--- src/lfx_pkg.sv ---
// Shared types and constants for the light effect generator.
// No dependencies; imported by every module of the block.
package lfx_pkg;

  localparam int unsigned LEVEL_W     = 8;
  localparam int unsigned TIME_W      = 16;
  localparam int unsigned TICK_W      = 17;
  localparam int unsigned LVL_REG_W   = 10;
  localparam int unsigned MODE_W      = 3;
  localparam int unsigned CFG_IDX_W   = 3;
  localparam int unsigned CFG_DATA_W  = 16;

  localparam int unsigned LEVEL_MAX   = 255;
  localparam int unsigned GLOW_STEP   = 8;
  localparam int unsigned PHASE_STEPS = 12;
  localparam int unsigned PHASE_LAST  = 63;
  localparam int unsigned FIRE_RELOAD = 4;

  // bit-serial multiply: MUL_A_W steps, divide: DIV_N_W steps
  localparam int unsigned MUL_A_W     = LEVEL_W;
  localparam int unsigned MUL_B_W     = TIME_W;
  localparam int unsigned PROD_W      = MUL_A_W + MUL_B_W;
  localparam int unsigned MUL_STEPS   = MUL_A_W;
  localparam int unsigned MUL_CNT_W   = $clog2(MUL_STEPS);
  localparam int unsigned DIV_N_W     = PROD_W;
  localparam int unsigned DIV_D_W     = TIME_W;
  localparam int unsigned DIV_STEPS   = DIV_N_W;
  localparam int unsigned DIV_CNT_W   = $clog2(DIV_STEPS);

  typedef enum logic [MODE_W-1:0] {
    MODE_FIRE    = 3'd0,
    MODE_FLICKER = 3'd1,
    MODE_FLASH   = 3'd2,
    MODE_STROBE  = 3'd3,
    MODE_GLOW    = 3'd4,
    MODE_FADE    = 3'd5,
    MODE_PHASED  = 3'd6
  } mode_e;

  typedef enum logic [CFG_IDX_W-1:0] {
    REG_MODE          = 3'd0,
    REG_UPPER_LEVEL   = 3'd1,
    REG_LOWER_LEVEL   = 3'd2,
    REG_UPPER_TIME    = 3'd3,
    REG_LOWER_TIME    = 3'd4,
    REG_INITIAL_COUNT = 3'd5,
    REG_INITIAL_LIGHT = 3'd6,
    REG_ONE_SHOT      = 3'd7
  } cfg_reg_e;

  typedef enum logic [2:0] {
    ST_IDLE,
    ST_EXEC,
    ST_MUL,
    ST_DIV,
    ST_OUT
  } state_e;

  typedef struct packed {
    logic               restart;
    logic [LEVEL_W-1:0] random_byte;
  } in_item_t;

  typedef struct packed {
    logic [LEVEL_W-1:0] light_level;
    logic               finished;
  } out_item_t;

endpackage

--- src/lfx_mul.sv ---
// Bit-serial unsigned multiplier, one multiplier bit per cycle, MSB first.
// Depends on lfx_pkg.
module lfx_mul import lfx_pkg::*; (
  input  logic               clk_i,
  input  logic               rst_ni,
  input  logic               start_i,
  input  logic [MUL_A_W-1:0] a_i,
  input  logic [MUL_B_W-1:0] b_i,
  output logic               done_o,
  output logic [PROD_W-1:0]  prod_o
);

  logic [MUL_A_W-1:0]   a_q;
  logic [MUL_B_W-1:0]   b_q;
  logic [PROD_W-1:0]    acc_q, acc_d;
  logic [MUL_CNT_W-1:0] cnt_q;
  logic                 run_q, done_q, last;

  assign last  = (cnt_q == MUL_CNT_W'(MUL_STEPS - 1));
  assign acc_d = {acc_q[PROD_W-2:0], 1'b0} +
                 (a_q[MUL_A_W-1] ? PROD_W'(b_q) : PROD_W'(0));

  always_ff @(posedge clk_i or negedge rst_ni) begin
    if (!rst_ni) begin
      run_q  <= 1'b0;
      done_q <= 1'b0;
      cnt_q  <= '0;
    end else begin
      done_q <= run_q && last;
      if (start_i) begin
        run_q <= 1'b1;
        cnt_q <= '0;
      end else if (run_q) begin
        cnt_q <= cnt_q + MUL_CNT_W'(1);
        if (last) begin
          run_q <= 1'b0;
        end
      end
    end
  end

  always_ff @(posedge clk_i) begin
    if (start_i) begin
      a_q   <= a_i;
      b_q   <= b_i;
      acc_q <= '0;
    end else if (run_q) begin
      a_q   <= {a_q[MUL_A_W-2:0], 1'b0};
      acc_q <= acc_d;
    end
  end

  assign done_o = done_q;
  assign prod_o = acc_q;

endmodule

--- src/lfx_div.sv ---
// Bit-serial restoring divider, one quotient bit per cycle.
// Depends on lfx_pkg.
module lfx_div import lfx_pkg::*; (
  input  logic               clk_i,
  input  logic               rst_ni,
  input  logic               start_i,
  input  logic [DIV_N_W-1:0] num_i,
  input  logic [DIV_D_W-1:0] dvs_i,
  output logic               done_o,
  output logic [DIV_N_W-1:0] quo_o
);

  logic [DIV_N_W-1:0]   quo_q;
  logic [DIV_D_W-1:0]   rem_q, dvs_q;
  logic [DIV_CNT_W-1:0] cnt_q;
  logic                 run_q, done_q, last;
  logic [DIV_D_W:0]     trial;
  logic [DIV_D_W+1:0]   diff;
  logic                 ge;

  assign last  = (cnt_q == DIV_CNT_W'(DIV_STEPS - 1));
  assign trial = {rem_q, quo_q[DIV_N_W-1]};
  assign diff  = {1'b0, trial} - {2'b0, dvs_q};
  assign ge    = !diff[DIV_D_W+1];

  always_ff @(posedge clk_i or negedge rst_ni) begin
    if (!rst_ni) begin
      run_q  <= 1'b0;
      done_q <= 1'b0;
      cnt_q  <= '0;
    end else begin
      done_q <= run_q && last;
      if (start_i) begin
        run_q <= 1'b1;
        cnt_q <= '0;
      end else if (run_q) begin
        cnt_q <= cnt_q + DIV_CNT_W'(1);
        if (last) begin
          run_q <= 1'b0;
        end
      end
    end
  end

  always_ff @(posedge clk_i) begin
    if (start_i) begin
      quo_q <= num_i;
      rem_q <= '0;
      dvs_q <= dvs_i;
    end else if (run_q) begin
      quo_q <= {quo_q[DIV_N_W-2:0], ge};
      rem_q <= ge ? diff[DIV_D_W-1:0] : trial[DIV_D_W-1:0];
    end
  end

  assign done_o = done_q;
  assign quo_o  = quo_q;

endmodule

--- src/light_effect_generator.sv ---
// Light effect generator: one item in, one light level out. Every transfer in gives
// exactly one transfer out. Restart and the fire, flicker, flash, strobe, glow and
// unused modes go from ST_EXEC straight to ST_OUT, which loads the output register
// once it is free; fade and phased items pass ST_EXEC, ST_MUL and ST_DIV first, which
// run the bit-serial 8-step multiply and the 24-step restoring divide that form
// (diff * tick) / span. A fade step that ends or holds a one-shot fade takes the short path.
// One item is in flight at a time; the output register lets the next item be taken
// while a result still waits. Configuration is written through cfg_we_i/cfg_idx_i.
// Depends on lfx_pkg, lfx_mul and lfx_div.
module light_effect_generator import lfx_pkg::*; (
  input  logic                  clk_i,
  input  logic                  rst_ni,
  input  logic                  cfg_we_i,
  input  logic [CFG_IDX_W-1:0]  cfg_idx_i,
  input  logic [CFG_DATA_W-1:0] cfg_wdata_i,
  input  logic                  in_valid_i,
  output logic                  in_stall_o,
  input  in_item_t              in_item_i,
  output logic                  out_valid_o,
  input  logic                  out_stall_i,
  output out_item_t             out_item_o
);

  // configuration
  logic [MODE_W-1:0]  mode_q;
  logic [LEVEL_W-1:0] upper_level_q, lower_level_q, initial_light_q;
  logic [TIME_W-1:0]  upper_time_q, lower_time_q, initial_count_q;
  logic               one_shot_q;

  // effect state
  logic [TICK_W-1:0]           tick_q, tick_d;
  logic signed [LVL_REG_W-1:0] lvl_q, lvl_d;
  logic                        glow_q, glow_d;
  logic [LEVEL_W-1:0]          from_q, from_d, to_q, to_d;
  logic                        done_q, done_d;

  // control
  state_e             state_q, state_d;
  in_item_t           in_q;
  logic               launch, mul_start, div_start, out_load;
  logic               mul_done, div_done;
  logic [MUL_A_W-1:0] mul_a;
  logic [MUL_B_W-1:0] mul_b;
  logic [PROD_W-1:0]  prod;
  logic [DIV_N_W-1:0] quo;
  logic               sgn_q, sgn_d;
  logic [LEVEL_W-1:0] base_q, base_d;
  logic [DIV_D_W-1:0] dvs_q, dvs_d;
  logic               out_valid_q;
  out_item_t          out_item_q, out_item_d;

  function automatic logic signed [LVL_REG_W-1:0] sat10(input logic signed [25:0] v);
    logic signed [LVL_REG_W-1:0] r;
    if (v < -26'sd512) begin
      r = -10'sd512;
    end else if (v > 26'sd511) begin
      r = 10'sd511;
    end else begin
      r = v[LVL_REG_W-1:0];
    end
    return r;
  endfunction

  // ---------------- configuration writes
  always_ff @(posedge clk_i or negedge rst_ni) begin
    if (!rst_ni) begin
      mode_q          <= MODE_FIRE;
      upper_level_q   <= LEVEL_W'(LEVEL_MAX);
      lower_level_q   <= '0;
      upper_time_q    <= TIME_W'(1);
      lower_time_q    <= TIME_W'(1);
      initial_count_q <= TIME_W'(1);
      initial_light_q <= LEVEL_W'(LEVEL_MAX);
      one_shot_q      <= 1'b0;
    end else if (cfg_we_i) begin
      case (cfg_idx_i)
        REG_MODE:          mode_q          <= cfg_wdata_i[MODE_W-1:0];
        REG_UPPER_LEVEL:   upper_level_q   <= cfg_wdata_i[LEVEL_W-1:0];
        REG_LOWER_LEVEL:   lower_level_q   <= cfg_wdata_i[LEVEL_W-1:0];
        REG_UPPER_TIME:    upper_time_q    <= cfg_wdata_i[TIME_W-1:0];
        REG_LOWER_TIME:    lower_time_q    <= cfg_wdata_i[TIME_W-1:0];
        REG_INITIAL_COUNT: initial_count_q <= cfg_wdata_i[TIME_W-1:0];
        REG_INITIAL_LIGHT: initial_light_q <= cfg_wdata_i[LEVEL_W-1:0];
        REG_ONE_SHOT:      one_shot_q      <= cfg_wdata_i[0];
        default: ;
      endcase
    end
  end

  // ---------------- shared arithmetic
  logic signed [10:0] l11, hi11, lo11, amt11, fall1, rise1;
  logic [TICK_W-1:0]  tick_dec;
  logic               dec_zero;

  assign l11      = 11'(lvl_q);
  assign hi11     = signed'({3'b0, upper_level_q});
  assign lo11     = signed'({3'b0, lower_level_q});
  assign amt11    = signed'({5'b0, in_q.random_byte[1:0], 4'b0});
  assign tick_dec = tick_q - TICK_W'(1);
  assign dec_zero = (tick_dec == '0);
  assign fall1    = 11'(sat10(26'(l11 - signed'(11'(GLOW_STEP)))));
  assign rise1    = 11'(sat10(26'(l11 + signed'(11'(GLOW_STEP)))));

  // fade
  logic [TIME_W-1:0]  span;
  logic signed [17:0] t18, span18, tn18;
  logic               fd_ge;
  logic [LEVEL_W-1:0] fd_from, fd_to;
  logic signed [8:0]  fd_diff;
  logic [TIME_W-1:0]  tn_abs;
  logic [LEVEL_W-1:0] diff_abs;

  assign span     = (upper_time_q == '0) ? TIME_W'(1) : upper_time_q;
  assign t18      = 18'(signed'(tick_q));
  assign span18   = signed'({2'b0, span});
  assign fd_ge    = (t18 >= span18);
  assign tn18     = fd_ge ? (t18 + 18'sd1 - span18) : (t18 + 18'sd1);
  assign fd_from  = fd_ge ? to_q : from_q;
  assign fd_to    = fd_ge ? from_q : to_q;
  assign fd_diff  = signed'({1'b0, fd_to}) - signed'({1'b0, fd_from});
  assign tn_abs   = tn18[17] ? TIME_W'(-tn18) : tn18[TIME_W-1:0];
  assign diff_abs = fd_diff[8] ? LEVEL_W'(-fd_diff) : fd_diff[LEVEL_W-1:0];

  // phased
  logic [MUL_B_W-1:0] ph_k;
  logic [TICK_W-1:0]  ph_next;

  always_comb begin
    if (tick_q < TICK_W'(PHASE_STEPS)) begin
      ph_k = MUL_B_W'(tick_q);
    end else if (tick_q < TICK_W'(2 * PHASE_STEPS)) begin
      ph_k = MUL_B_W'(TICK_W'(2 * PHASE_STEPS - 1) - tick_q);
    end else begin
      ph_k = '0;
    end
  end

  assign ph_next = (tick_q == '0) ? TICK_W'(PHASE_LAST) : tick_dec;

  // final level after divide: sign, add base, saturate
  logic signed [25:0] q26, fin26;
  assign q26   = signed'({2'b0, quo});
  assign fin26 = (sgn_q ? -q26 : q26) + signed'({18'b0, base_q});

  // ---------------- per-item step
  always_comb begin
    tick_d = tick_q;
    lvl_d  = lvl_q;
    glow_d = glow_q;
    from_d = from_q;
    to_d   = to_q;
    done_d = done_q;
    sgn_d  = sgn_q;
    base_d = base_q;
    dvs_d  = dvs_q;
    mul_a  = '0;
    mul_b  = '0;
    launch = 1'b0;
    if (in_q.restart) begin
      tick_d = (mode_q == MODE_FADE) ? (TICK_W'(initial_count_q) - TICK_W'(1))
                                     : TICK_W'(initial_count_q);
      lvl_d  = signed'({2'b0, initial_light_q});
      glow_d = 1'b0;
      from_d = upper_level_q;
      to_d   = lower_level_q;
      done_d = 1'b0;
    end else begin
      case (mode_q)
        MODE_FIRE: begin
          tick_d = tick_dec;
          if (dec_zero) begin
            if (l11 - amt11 < lo11) begin
              lvl_d = 10'(lo11);
            end else begin
              lvl_d = sat10(26'(hi11 - amt11));
            end
            tick_d = TICK_W'(FIRE_RELOAD);
          end
        end
        MODE_FLICKER: begin
          if (tick_q != '0) begin
            tick_d = tick_dec;
          end else if (l11 == hi11) begin
            lvl_d  = 10'(lo11);
            tick_d = TICK_W'(in_q.random_byte[2:0]) + TICK_W'(1);
          end else begin
            lvl_d  = 10'(hi11);
            tick_d = TICK_W'(in_q.random_byte[4:0]) + TICK_W'(1);
          end
        end
        MODE_FLASH: begin
          tick_d = tick_dec;
          if (dec_zero) begin
            if (l11 == hi11) begin
              lvl_d  = 10'(lo11);
              tick_d = TICK_W'(in_q.random_byte & lower_time_q[LEVEL_W-1:0]) + TICK_W'(1);
            end else begin
              lvl_d  = 10'(hi11);
              tick_d = TICK_W'(in_q.random_byte & upper_time_q[LEVEL_W-1:0]) + TICK_W'(1);
            end
          end
        end
        MODE_STROBE: begin
          tick_d = tick_dec;
          if (dec_zero) begin
            if (l11 == lo11) begin
              lvl_d  = 10'(hi11);
              tick_d = TICK_W'(upper_time_q);
            end else begin
              lvl_d  = 10'(lo11);
              tick_d = TICK_W'(lower_time_q);
            end
          end
        end
        MODE_GLOW: begin
          if (!glow_q) begin
            lvl_d = 10'(fall1);
            if (fall1 <= lo11) begin
              lvl_d  = sat10(26'(fall1 + signed'(11'(GLOW_STEP))));
              glow_d = 1'b1;
            end
          end else begin
            lvl_d = 10'(rise1);
            if (rise1 >= hi11) begin
              lvl_d  = sat10(26'(rise1 - signed'(11'(GLOW_STEP))));
              glow_d = 1'b0;
            end
          end
        end
        MODE_FADE: begin
          if (!done_q) begin
            if (fd_ge && one_shot_q) begin
              lvl_d  = signed'({2'b0, to_q});
              done_d = 1'b1;
            end else begin
              tick_d = tn18[TICK_W-1:0];
              from_d = fd_from;
              to_d   = fd_to;
              mul_a  = diff_abs;
              mul_b  = tn_abs;
              sgn_d  = fd_diff[8] ^ tn18[17];
              base_d = fd_from;
              dvs_d  = span;
              launch = 1'b1;
            end
          end
        end
        MODE_PHASED: begin
          tick_d = ph_next;
          mul_a  = LEVEL_W'(LEVEL_MAX) - lower_level_q;
          mul_b  = ph_k;
          sgn_d  = 1'b0;
          base_d = lower_level_q;
          dvs_d  = DIV_D_W'(PHASE_STEPS);
          launch = 1'b1;
        end
        default: ;
      endcase
    end
  end

  // ---------------- sequencer
  always_ff @(posedge clk_i or negedge rst_ni) begin
    if (!rst_ni) begin
      state_q <= ST_IDLE;
    end else begin
      state_q <= state_d;
    end
  end

  always_comb begin
    state_d    = state_q;
    in_stall_o = 1'b1;
    mul_start  = 1'b0;
    div_start  = 1'b0;
    out_load   = 1'b0;
    case (state_q)
      ST_IDLE: begin
        in_stall_o = 1'b0;
        if (in_valid_i) begin
          state_d = ST_EXEC;
        end
      end
      ST_EXEC: begin
        if (launch) begin
          mul_start = 1'b1;
          state_d   = ST_MUL;
        end else begin
          state_d = ST_OUT;
        end
      end
      ST_MUL: begin
        if (mul_done) begin
          div_start = 1'b1;
          state_d   = ST_DIV;
        end
      end
      ST_DIV: begin
        if (div_done) begin
          state_d = ST_OUT;
        end
      end
      ST_OUT: begin
        if (!out_valid_q || !out_stall_i) begin
          out_load = 1'b1;
          state_d  = ST_IDLE;
        end
      end
      default: state_d = ST_IDLE;
    endcase
  end

  always_ff @(posedge clk_i) begin
    if (state_q == ST_IDLE && in_valid_i) begin
      in_q <= in_item_i;
    end
    if (state_q == ST_EXEC) begin
      sgn_q  <= sgn_d;
      base_q <= base_d;
      dvs_q  <= dvs_d;
    end
  end

  always_ff @(posedge clk_i or negedge rst_ni) begin
    if (!rst_ni) begin
      tick_q <= '0;
      lvl_q  <= '0;
      glow_q <= 1'b0;
      from_q <= '0;
      to_q   <= '0;
      done_q <= 1'b0;
    end else if (state_q == ST_EXEC) begin
      tick_q <= tick_d;
      lvl_q  <= lvl_d;
      glow_q <= glow_d;
      from_q <= from_d;
      to_q   <= to_d;
      done_q <= done_d;
    end else if (div_done) begin
      lvl_q <= sat10(fin26);
    end
  end

  lfx_mul u_mul (
    .clk_i   (clk_i),
    .rst_ni  (rst_ni),
    .start_i (mul_start),
    .a_i     (mul_a),
    .b_i     (mul_b),
    .done_o  (mul_done),
    .prod_o  (prod)
  );

  lfx_div u_div (
    .clk_i   (clk_i),
    .rst_ni  (rst_ni),
    .start_i (div_start),
    .num_i   (prod),
    .dvs_i   (dvs_q),
    .done_o  (div_done),
    .quo_o   (quo)
  );

  // ---------------- output register
  always_comb begin
    if (lvl_q < 10'sd0) begin
      out_item_d.light_level = '0;
    end else if (lvl_q > 10'sd255) begin
      out_item_d.light_level = LEVEL_W'(LEVEL_MAX);
    end else begin
      out_item_d.light_level = lvl_q[LEVEL_W-1:0];
    end
    out_item_d.finished = (mode_q == MODE_FADE) && !in_q.restart && done_q;
  end

  always_ff @(posedge clk_i or negedge rst_ni) begin
    if (!rst_ni) begin
      out_valid_q <= 1'b0;
    end else if (out_load) begin
      out_valid_q <= 1'b1;
    end else if (!out_stall_i) begin
      out_valid_q <= 1'b0;
    end
  end

  always_ff @(posedge clk_i) begin
    if (out_load) begin
      out_item_q <= out_item_d;
    end
  end

  assign out_valid_o = out_valid_q;
  assign out_item_o  = out_item_q;

`ifndef SYNTHESIS
  a_mul_done_in_mul: assert property (@(posedge clk_i) disable iff (!rst_ni)
    mul_done |-> state_q == ST_MUL)
    else $error("multiplier finished outside the multiply phase");

  a_div_done_in_div: assert property (@(posedge clk_i) disable iff (!rst_ni)
    div_done |-> state_q == ST_DIV)
    else $error("divider finished outside the divide phase");

  a_done_only_fade: assert property (@(posedge clk_i) disable iff (!rst_ni)
    $rose(done_q) |-> $past(mode_q == MODE_FADE && !in_q.restart))
    else $error("fade finished flag set outside fade mode");

  a_glow_only_glow: assert property (@(posedge clk_i) disable iff (!rst_ni)
    !$stable(glow_q) |-> $past(mode_q == MODE_GLOW || in_q.restart))
    else $error("glow direction changed outside glow mode");
`endif

endmodule
--- config.mk ---
export PLATFORM = sky130hd
export DESIGN_NAME = light_effect_generator
export DESIGN_NICKNAME = d
export VERILOG_FILES = /design/src/lfx_pkg.sv /design/src/lfx_mul.sv /design/src/lfx_div.sv /design/src/light_effect_generator.sv
export SDC_FILE = /design/constraint.sdc
export NUM_CORES = 1
export LEC_CHECK = 0
export BUFFER_PORTS_ARGS = -buffer_cell sky130_fd_sc_hd__buf_2
export CORE_MARGIN = 2
export CORE_UTILIZATION = 56
export DETAILED_ROUTE_END_ITERATION = 7
export PLACE_DENSITY = 0.72
export RECOVER_POWER = 25
export SYNTH_ARGS = -nofsm -noshare
export SYNTH_HDL_FRONTEND = slang
export SYNTH_SLANG_ARGS = --single-unit
--- constraint.sdc ---
create_clock -name clk_i -period 6.81 [get_ports clk_i]
set_input_delay 1.362 -clock clk_i [delete_from_list [all_inputs] [get_ports clk_i]]
set_output_delay 1.362 -clock clk_i [all_outputs]
set_load 0.02 [all_outputs]
# After elaboration in Yosys (flattened, before gate mapping)

Index checks and enable logic that the tools add are counted.

Register bits: 284
Latch bits: 0
RAM bits: 0
Memory bits (read-only): 0
Input port bits: 33
Output and inout bits: 11
Word-level logic and storage cells: 280
Memories kept: 0

Add/sub/neg operators: 25
Multiply operators: 0
Div/mod/pow operators: 0
$lt $le $gt $ge: 20
Eq/ne operators: 39
Shift operators: 0
Multiplexer cells: 117
Bitwise logic cells: 4
Reduce and logical (&&, ||, !) cells: 40

Operator list:

| kind                                                          | count |
|---|---|
| two-way mux 10 bit                                            | 25 |
| two-way mux 16 bit                                            | 11 |
| two-way mux 17 bit                                            | 9 |
| two-way mux 8 bit                                             | 19 |
| case mux 17 bit (6 select lines)                              | 1 |
| case mux 16 bit (2 select lines)                              | 2 |
| case mux 10 bit (6 select lines)                              | 1 |
| two-way mux 24 bit                                            | 2 |
| > comparator 11 x 10 -> 1 bit (second input constant)         | 4 |
| less-than comparator 11 x 10 -> 1 bit (second input constant) | 4 |
| zero test 17 bit                                              | 2 |
| case mux 8 bit (2 select lines)                               | 2 |
| two-way mux 1 bit                                             | 29 |
| equality test 3 bit (second input constant)                   | 9 |
| adder 26 x 9 -> 26 bit                                        | 1 |
| > comparator 26 x 10 -> 1 bit (second input constant)         | 1 |
| less-than comparator 26 x 10 -> 1 bit (second input constant) | 1 |
| two-way mux 26 bit                                            | 1 |
| negator 24 -> 26 bit                                          | 1 |
| adder 24 bit                                                  | 1 |
| inequality test 4 bit (second input constant)                 | 6 |
| adder 10 x 5 -> 11 bit (second input constant)                | 2 |
| subtractor 10 x 5 -> 11 bit (second input constant)           | 2 |
| two-way mux 3 bit                                             | 7 |
| 56 further kinds                                              | 102 |

# Logic depth before layout (Yosys ltp)

Gate-level depths: netlist (run 1).

Depth after elaboration: 13
Gate-level depth with buffers: 27
Mapped depth without buffers: 22

# Hierarchy

From an unflattened synthesis (run 1), not the netlist that was laid out.

Cells, all modules: 2584
Area, all modules: 22341.4 µm²

Modules (own cells, without submodules):

| module                 | instances | cells each | area each (µm²) | seq. area each (µm²) |
|---|---|---|---|---|
| light_effect_generator | 1         | 1981       | 15981.6         | 4443.0 |
| lfx_div                | 1         | 300        | 3354.5          | 1696.6 |
| lfx_mul                | 1         | 303        | 3005.4          | 1326.3 |

# Least setup slack after synthesis (run 1)

OpenSTA, ideal clock, no wires.

Kind: reg2reg
From: register upper_time_q[14]
To: register u_mul.a_q[7] (data pin)
Library setup time: 261 ps
Arrival time: 5740 ps
Data required time: 6549 ps
Setup slack: 809 ps
Cell stages (with the launch flop): 27
Path buffers: 5
Clock period less this slack: 6001 ps
Cell sequence: dfrtp_1 inv_1 ha_1 a21o_1 a211o_1 a221oi_1 a21o_1 clkbuf_1 clkbuf_1 clkbuf_1 clkbuf_1 clkbuf_1 nand2_1 a2bb2oi_1 ha_1 nand2b_1 o21ai_0 a31oi_1 or4_1 mux2i_1 a21oi_1 o22ai_1 a21oi_1 a31oi_1 xnor2_1 xnor2_1 a221o_1

Longest elaborated chain between the ends: 12
Elaborated cells between the ends (all ways): 20
Classes of those cells: add/sub: 2; order compare: 1; mux: 15; reduce/logical: 2

RTL lines:

| element                                     | line                                                         | source |
|---|---|---|
| start: declaration                          | light_effect_generator.sv:27                                 | `logic [TIME_W-1:0] upper_time_q, lower_time_q, initial_count_q;` |
| start signal: assignment                    | light_effect_generator.sv:80                                 | `REG_UPPER_TIME: upper_time_q <= cfg_wdata_i[TIME_W-1:0];` |
| zero test 16 bit                            | light_effect_generator.sv:113                                | `assign span = (upper_time_q == '0) ? TIME_W'(1) : upper_time_q;` |
| two-way mux 16 bit (*)                      | light_effect_generator.sv:113                                |  |
| >= comparator 17 bit (*)                    | light_effect_generator.sv:116                                | `assign fd_ge = (t18 >= span18);` |
| two-way mux 8 bit, on equally long branches | light_effect_generator.sv:119, light_effect_generator.sv:118 |  |
| subtractor 8 x 8 -> 9 bit                   | light_effect_generator.sv:120                                | `assign fd_diff = signed'({1'b0, fd_to}) - signed'({1'b0, fd_from});` |
| negator 8 bit                               | light_effect_generator.sv:122                                | `assign diff_abs = fd_diff[8] ? LEVEL_W'(-fd_diff) : fd_diff[LEVEL_W-1:0];` |
| two-way mux 8 bit                           | light_effect_generator.sv:122                                |  |
| two-way mux 8 bit                           | light_effect_generator.sv:232                                | `if (fd_ge && one_shot_q) begin` |
| two-way mux 8 bit                           | light_effect_generator.sv:231                                | `if (!done_q) begin` |
| case mux 8 bit (2 select lines)             | light_effect_generator.sv:168                                | `case (mode_q)` |
| two-way mux 8 bit                           | light_effect_generator.sv:159                                | `if (in_q.restart) begin` |
| two-way mux 8 bit (*)                       | lfx_mul.sv:43                                                | `if (start_i) begin` |
| end signal: assignment                      | lfx_mul.sv:44                                                | `a_q <= a_i;` |
| end signal: assignment                      | lfx_mul.sv:48                                                | `a_q <= {a_q[MUL_A_W-2:0], 1'b0};` |
| end: declaration                            | lfx_mul.sv:13                                                | `logic [MUL_A_W-1:0] a_q;` |

Every way passes the cells marked *; elsewhere a longest branch is shown, timed or not.
A chain may end at the register's enable or synchronous reset.

# Final worst setup path (run 1)

From: register lvl_q[3]
To: register lvl_q[6]

Longest elaborated chain between the ends: 13
Elaborated cells between the ends (all ways): 39
Classes of those cells: add/sub: 5; order compare: 11; eq/ne: 2; mux: 21

RTL lines:

| element                                                               | line                                                         | source |
|---|---|---|
| start: declaration                                                    | light_effect_generator.sv:32                                 | `logic signed [LVL_REG_W-1:0] lvl_q, lvl_d;` |
| start signal: assignment                                              | light_effect_generator.sv:334                                | `lvl_q <= lvl_d;` |
| start signal: assignment                                              | light_effect_generator.sv:340                                | `lvl_q <= sat10(fin26);` |
| subtractor 10 x 5 -> 11 bit or adder 10 x 5 -> 11 bit (tied branches) | light_effect_generator.sv:101, light_effect_generator.sv:102 |  |
| > comparator 11 x 10 -> 1 bit                                         | light_effect_generator.sv:56                                 | `end else if (v > 26'sd511) begin` |
| two-way mux 10 bit                                                    | light_effect_generator.sv:56                                 |  |
| two-way mux 10 bit                                                    | light_effect_generator.sv:54                                 | `if (v < -26'sd512) begin` |
| adder 10 x 5 -> 11 bit or subtractor 10 x 5 -> 11 bit (tied branches) | light_effect_generator.sv:219, light_effect_generator.sv:225 |  |
| > comparator 11 x 10 -> 1 bit                                         | light_effect_generator.sv:56                                 |  |
| two-way mux 10 bit                                                    | light_effect_generator.sv:56                                 |  |
| two-way mux 10 bit                                                    | light_effect_generator.sv:54                                 |  |
| two-way mux 10 bit, on equally long branches                          | light_effect_generator.sv:218, light_effect_generator.sv:224 |  |
| two-way mux 10 bit                                                    | light_effect_generator.sv:216                                | `if (!glow_q) begin` |
| case mux 10 bit (6 select lines) (*)                                  | light_effect_generator.sv:168                                |  |
| two-way mux 10 bit (*)                                                | light_effect_generator.sv:159                                |  |
| two-way mux 10 bit (*)                                                | light_effect_generator.sv:332                                | `end else if (state_q == ST_EXEC) begin` |

Every way passes the cells marked *; elsewhere a longest branch is shown, timed or not. The select of a mux whose other input is x is not followed.

==> results of run 1 <==
==> cell type report <==
| type | count | area, sq um |
|---|---|---|
| Clock buffer | 45 | 943.4 |
| Clock inverter | 16 | 148.9 |
| Fill cell | 3425 | 15050 |
| Inverter | 132 | 495.5 |
| Multi-Input combinational cell | 2046 | 13400 |
| Sequential cell | 284 | 7466 |
| Tap cell | 518 | 648.1 |
| Timing Repair Buffer | 73 | 411.6 |
==> how the worst max path moves through the flow <==
| stage | cells past startpoint | slack, ns | start | to |
|---|---|---|---|---|
| CTS | 21 | 1.44 | upper_time_q[1] | u_mul.a_q[7] |
| finish | 19 | 1.31 | lvl_q[3] | lvl_q[6] |
| detailed placement | 21 | 1.45 | upper_time_q[1] | u_mul.a_q[7] |
| floorplan | 26 | 0.81 | upper_time_q[14] | u_mul.a_q[7] |
| global route | 17 | 0.78 | lvl_q[3] | lvl_q[6] |
| global placement | 21 | 1.49 | upper_time_q[1] | u_mul.a_q[7] |
==> placed cells by master (no fill, tap or decap), types with 20 or more instances in the layout <==
master and n:
nor2b_1 39, mux2_2 64, nand3_1 58, ha_1 126, buf_4 24, and2_1 27, inv_1 129, clkbuf_16 35
nand2_1 262, a21oi_1 189, nand2b_1 32, o221ai_1 20, or3_1 30, o22ai_1 45, o31ai_1 26, nand4_1 20
a31oi_1 44, o21ai_0 208, nor2_1 232, edfxtp_1 107, nor3_1 71, mux2i_1 53, a211oi_1 21, o21a_1 24
dfrtp_1 118, xnor2_1 109, dfxtp_1 40, a21o_1 27, buf_2 38, xor2_1 68
==> flip-flops by register name (all words and copies together) (netlist names), 9 cells and up <==
signal / cells
dvs_q: 16
initial_count_q: 16
lower_time_q: 16
lvl_q: 10
out_item_o: 9
tick_q: 17
u_div.dvs_q: 16
u_div.quo_o: 24
u_div.rem_q: 16
u_mul.b_q: 16
u_mul.prod_o: 24
upper_time_q: 16
==> power groups by stage <==
stage | sequential [W] | combinational, W | clock, W
5_1_grt | 0.00316 | 0.00731 | 0.00190
3_5_place_dp | 0.00309 | 0.00644 | 0
4_1_cts | 0.00306 | 0.00649 | 0.00183
3_3_place_gp | 0.00306 | 0.00631 | 0
6_report | 0.00310 | 0.00661 | 0.00181
2_1_floorplan | 0.00267 | 0.00516 | 0
==> per-layer routing <==
layer / vias to the layer above / track usage [%] / wire [um]
met2: 893 / 50.09 / 29180
met1: 9455 / 44.64 / 28460
li1: 9386 / - / -
met4: 0 / 10.11 / 1900
met5: - / 0 / 0
met3: 137 / 5.053 / 5392
==> stage by stage <==
stage / power (W) / setup WS [ns] / utilization [%]
6_report: 0.01152 / 1.306 / 60.97
5_1_grt: 0.01237 / 0.7788 / 60.97
4_1_cts: 0.01138 / 1.437 / 61.06
3_5_place_dp: 0.009531 / 1.452 / 58.23
3_3_place_gp: 0.009369 / 1.494 / 58.23
2_1_floorplan: 0.007828 / 0.8088 / -
==> logic make-up (layout without fill, tap and decap cells) <==
group | count (synthesis) | in the layout | share of synthesized area [%]
compound gates | 733 | 733 | 20.88
mux | 117 | 117 | 5.728
xor+xnor | 177 | 177 | 7.097
simple gates | 886 | 886 | 19.56
flops | 284 | 284 | 34.18
buf+inv | 273 | 266 | 4.748
fa+ha+maj | 133 | 133 | 7.813
==> flow_summary.json, run 1 <==
{
  "path_buf_inv": 2,
  "remaining_drc_errors": 0,
  "firstDrtPassIters": 6,
  "whs_ns": 0.4129,
  "nets": 2736,
  "synth_seq_cells": 284,
  "slew_viol_final": 104,
  "fmax_mhz": 181.7,
  "ff2ff_path_depth": 19,
  "final_area_sq_um": 23510,
  "port_buffers": 43,
  "grt_max_degree": 74,
  "place.gp.congestion": 0.9736,
  "cts_htree_levels": 2,
  "n_antenna_cell": 0,
  "clk-insertion-delay-late_ns": 0.55,
  "cts_hold_buffers": 0,
  "timing.reg2reg.setup_slack_ns": 1.31,
  "ir_worst_vdd_mv": 0.3282,
  "leakage_nw": 9.515,
  "clock_power_share_pct": 15.7,
  "min_path_type": "reg -> reg",
  "grt_pass1_wl_mm": 102.9,
  "worstHoldEndpoint": "u_div.dvs_q[2]",
  "grt_overflow": 0,
  "tightest_slew_ns": 3.572,
  "path_clk_slew_ns": 0.07,
  "ys.flop_type": "dfrtp_1",
  "worstHoldPathCells": 0,
  "fp.dieW_um": 201.5,
  "numCtsBuffers": 34,
  "crit_type": "reg -> reg",
  "setup_viol": 0,
  "clock-sinks": 284,
  "drt_first_iter_violations": 2137,
  "synth-edff-count": 107,
  "drt-total-wl_mm": 64.93,
  "initial_core_util_pct": 56.66,
  "grt_usage_pct": 31.70,
  "crit_family": "compound AO/OA/AOI/OAI gates",
  "tritoncts": "yes",
  "setup_tns_ns": 0,
  "rsz0062_at_grt": "no",
  "failed_checks": "max-capacitance violations, max-slew violations",
  "vias": 19870,
  "synth.avg_cell_area_sq_um": 8.392,
  "min_period_ns": 5.504,
  "worst-path-max-fanout": 18,
  "area_delta_synth_final_pct": 7.618,
  "hold_viol": 0,
  "postSynthCellCount": 2603,
  "r2r-start": "lvl_q[3]",
  "num_rows": 72,
  "die_h_um": 201.5,
  "synth_common_cells": "262 x nand2_1, 233 x nor2_1, 209 x o21ai_0, 190 x a21oi_1, 129 x inv_1",
  "yosysMostFrequentCell": "nand2_1",
  "pwr-share-seq_pct": 26.9,
  "clockBufferDepth": 3,
  "switchingPower_w": 0.005491,
  "io_pins": 44,
  "synth_cell_types": 87,
  "layout-drive-gt1-share_pct": 8.706,
  "wl_per_cell_um": 20.85,
  "worst_path_max_delay_cell": "dfrtp_1",
  "crit_chain": "inv_1 > ha_1 > nor3b_1 > xnor2_1 > nor3_1 > a31oi_1 > nor2_1 > o21ai_0 > inv_1 > ha_1 > nor2b_1 > o21ai_0 > nand4_1 > o21ai_0 > nor2_1 > a2111oi_0 > o21ai_0 > a2111oi_0 > a211o_1",
  "place_inst": 3053,
  "start_kind": "register",
  "async_reset_ff_share_pct": 48.24,
  "die_area_sq_um": 40600,
  "syn_nets": 2768,
  "max_stage_delay_ns": 0.76,
  "worstPathArrival_ns": 5.99,
  "yosysSeqAreaShare_pct": 34.18,
  "power.density_nw_per_um2": 490.0,
  "required_ns": 7.30,
  "slew_headroom_pct": -138.1,
  "layout.cells.non_filler": 3114,
  "syn_area_sq_um": 21840,
  "critPathMostFrequentCell": "o21ai_0",
  "synth.largest_area_cell": "edfxtp_1",
  "ant_nets": 0,
  "p_sw_share_pct": 47.67,
  "fin_crit_sh_pct": 80.82,
  "cts_setup_buffers": 0,
  "core_area_sq_um": 38560,
  "power_frac_comb_pct": 57.4,
  "p_int_w": 0.006027,
  "status": "finished with violations",
  "worstReg2RegEnd": "lvl_q[6]",
  "root_buffer": "clkbuf_16",
  "hold_start": "dvs_q[2]",
  "netlist_top_cells_area": "edfxtp_1 15%, dfrtp_1 14%, ha_1 7.2%",
  "grt_pass1_vias": 18680,
  "max_cap_viol_count": 2,
  "antenna_found_initial": 0,
  "end_kind": "register",
  "synth_top_cell_area_share_pct": 14.71,
  "dp_hpwl_mm": 48.26,
  "cts-resized-gates": 0,
  "post_dp_cell_area_sq_um": 22450,
  "ys_warn_count": 0,
  "fin_skew_ns": 0.01841,
  "vias_per_cell": 6.381
}
Power figures use the tool's default switching activity.
==> run 2: changes to the inputs <==
--- a/config.mk
+++ b/config.mk
@@ -9,7 +9,7 @@
 export CORE_MARGIN = 2
 export CORE_UTILIZATION = 56
 export DETAILED_ROUTE_END_ITERATION = 7
-export PLACE_DENSITY = 0.72
+export PLACE_DENSITY = 0.75
 export RECOVER_POWER = 25
 export SYNTH_ARGS = -nofsm -noshare
 export SYNTH_HDL_FRONTEND = slang
==> constraint.sdc (replaced) <==
create_clock -name clk_i -period 4.9 [get_ports clk_i]
set_input_delay 0.98 -clock clk_i [delete_from_list [all_inputs] [get_ports clk_i]]
set_output_delay 0.98 -clock clk_i [all_outputs]
set_load 0.02 [all_outputs]
==> flow_summary.json, run 2 (synthesis gave the netlist of run 1 again) <==
{
  "grt_usage_pct": 31.74,
  "min_path_type": "reg -> reg",
  "ir_worst_vdd_mv": 0.3996,
  "io_pins": 44,
  "dp_worst_setup_slack_ns": 0.01397,
  "grt_pass1_vias": 19240,
  "remaining_drc_errors": 0,
  "place.gp.congestion": 1.002,
  "final_cell_mix": "261 x nand2_1, 230 x nor2_1, 203 x o21ai_0, 186 x a21oi_1, 127 x inv_1",
  "layout-drive-gt1-share_pct": 12.56,
  "multi_input_area_sq_um": 13520,
  "whs_ns": 0.4153,
  "grt_max_degree": 67,
  "area_delta_synth_final_pct": 11.05,
  "layout.cells.non_filler": 3185,
  "fin_crit_sh_pct": 96.79,
  "hold_viol": 0,
  "final_common_cell": "nand2_1",
  "slew_headroom_pct": -136.2,
  "antenna_found_initial": 0,
  "tritoncts": "yes",
  "vias_per_cell": 6.379,
  "start_kind": "register",
  "fin_skew_ns": 0.01410,
  "n_antenna_cell": 0,
  "path_clk_slew_ns": 0.06,
  "final_area_sq_um": 24260,
  "drt_first_iter_violations": 2162,
  "fmax_mhz": 210.8,
  "max_cap_viol_count": 1,
  "place_inst": 3120,
  "cts_htree_levels": 2,
  "power.density_nw_per_um2": 684.1,
  "root_buffer": "clkbuf_16",
  "clock-sinks": 284,
  "worst-path-max-fanout": 7,
  "dp_hpwl_mm": 49.42,
  "ant_nets": 0,
  "nets": 2808,
  "leakage_nw": 9.922,
  "min_period_ns": 4.743,
  "die_area_sq_um": 40600,
  "vias": 20320,
  "num_rows": 72,
  "worstPathArrival_ns": 5.04,
  "grt_overflow": 0,
  "end_kind": "register",
  "die_h_um": 201.5,
  "numCtsBuffers": 34,
  "grt_pass1_wl_mm": 103.0,
  "initial_core_util_pct": 56.66,
  "slew_viol_final": 67,
  "post_dp_cell_area_sq_um": 23000,
  "fp.dieW_um": 201.5,
  "tightest_slew_ns": 3.543,
  "setup_viol": 0,
  "clockBufferDepth": 3,
  "regArea_sq_um": 7468,
  "failed_checks": "max-capacitance violations, max-slew violations",
  "fillerInstances": 3323,
  "required_ns": 5.19,
  "core_area_sq_um": 38560,
  "fin_ws_ns": 0.1573,
  "crit_type": "reg -> reg",
  "firstDrtPassIters": 8,
  "wl_per_cell_um": 20.63,
  "port_buffers": 43,
  "cts_hold_buffers": 0,
  "clk-insertion-delay-late_ns": 0.55,
  "status": "finished with violations",
  "drt-total-wl_mm": 65.70
}
[run 2: area by class of cell]
cell class | count | share of cell area (%)
repair buffers | 145 | 4.064
inverters | 132 | 2.042
well taps | 518 | 2.672
clock inverters | 21 | 0.9851
flip-flops and latches | 284 | 30.79
clock buffers | 39 | 3.713
multi-input cells | 2046 | 55.74
[run 2: power breakdown]
part           leakage, nW  internal [W]  switching (W)
combinational         6.40       0.00401        0.00582
sequential            2.97       0.00325       0.000898
clock                0.547       0.00155        0.00107
total                 9.92       0.00881        0.00779
[run 2: repair_timing]
action,in CTS,in global routing
pin swaps,0,5
endpoints found under the setup margin,1,26
setup buffers,0,5
gates resized for setup,1,29
[run 2: layer usage]
metal	vias up	wire length (um)	global-route usage, %
met2	974	29780	50.69
met4	0	1940	10.56
met1	9660	27800	43.75
li1	9520	-	-
met5	-	0	0
met3	163	6177	5.588
[run 2: stage by stage]
stage | power (W) | TNS (ns) | util, %
CTS | 0.01629 | 0 | 62.63
floorplan | 0.01100 | -0.08051 | -
finish | 0.01660 | 0 | 62.92
detailed placement | 0.01360 | 0 | 59.66
global route | 0.01777 | -0.1124 | 62.92
global placement | 0.01335 | 0 | 59.66
[run 2: worst paths after layout]
kind	cells after the start	end	slack (ns)	start
setup / recovery	22	u_mul.a_q[6]	0.16	upper_time_q[8]
hold / removal	0	u_div.dvs_q[5]	0.42	dvs_q[5]
setup reg to reg	22	u_mul.a_q[6]	0.16	upper_time_q[8]
hold reg to reg	0	u_div.dvs_q[5]	0.42	dvs_q[5]
max in group asynchronous	2	tick_q[1]	1.25	rst_ni
min in group asynchronous	1	initial_count_q[8]	1.63	rst_ni
[run 2: critical path, stage by stage, from the launching register on]
cell       delay (ns)
dfrtp_1          0.42
nor4_4           0.32
a41o_1           0.31
ha_1             0.26
nand4_1          0.07
a31oi_1          0.10
o221ai_2         0.24
a21o_1           0.21
nand2_4          0.06
a2bb2oi_2        0.14
ha_2             0.20
nand2b_1         0.16
o21ai_2          0.15
a31oi_1          0.12
or4_1            0.40
mux2i_1          0.19
a21oi_2          0.07
o22ai_1          0.19
a21oi_2          0.08
buf_4            0.17
o21bai_1         0.17
xnor2_1          0.13
a221o_1          0.33
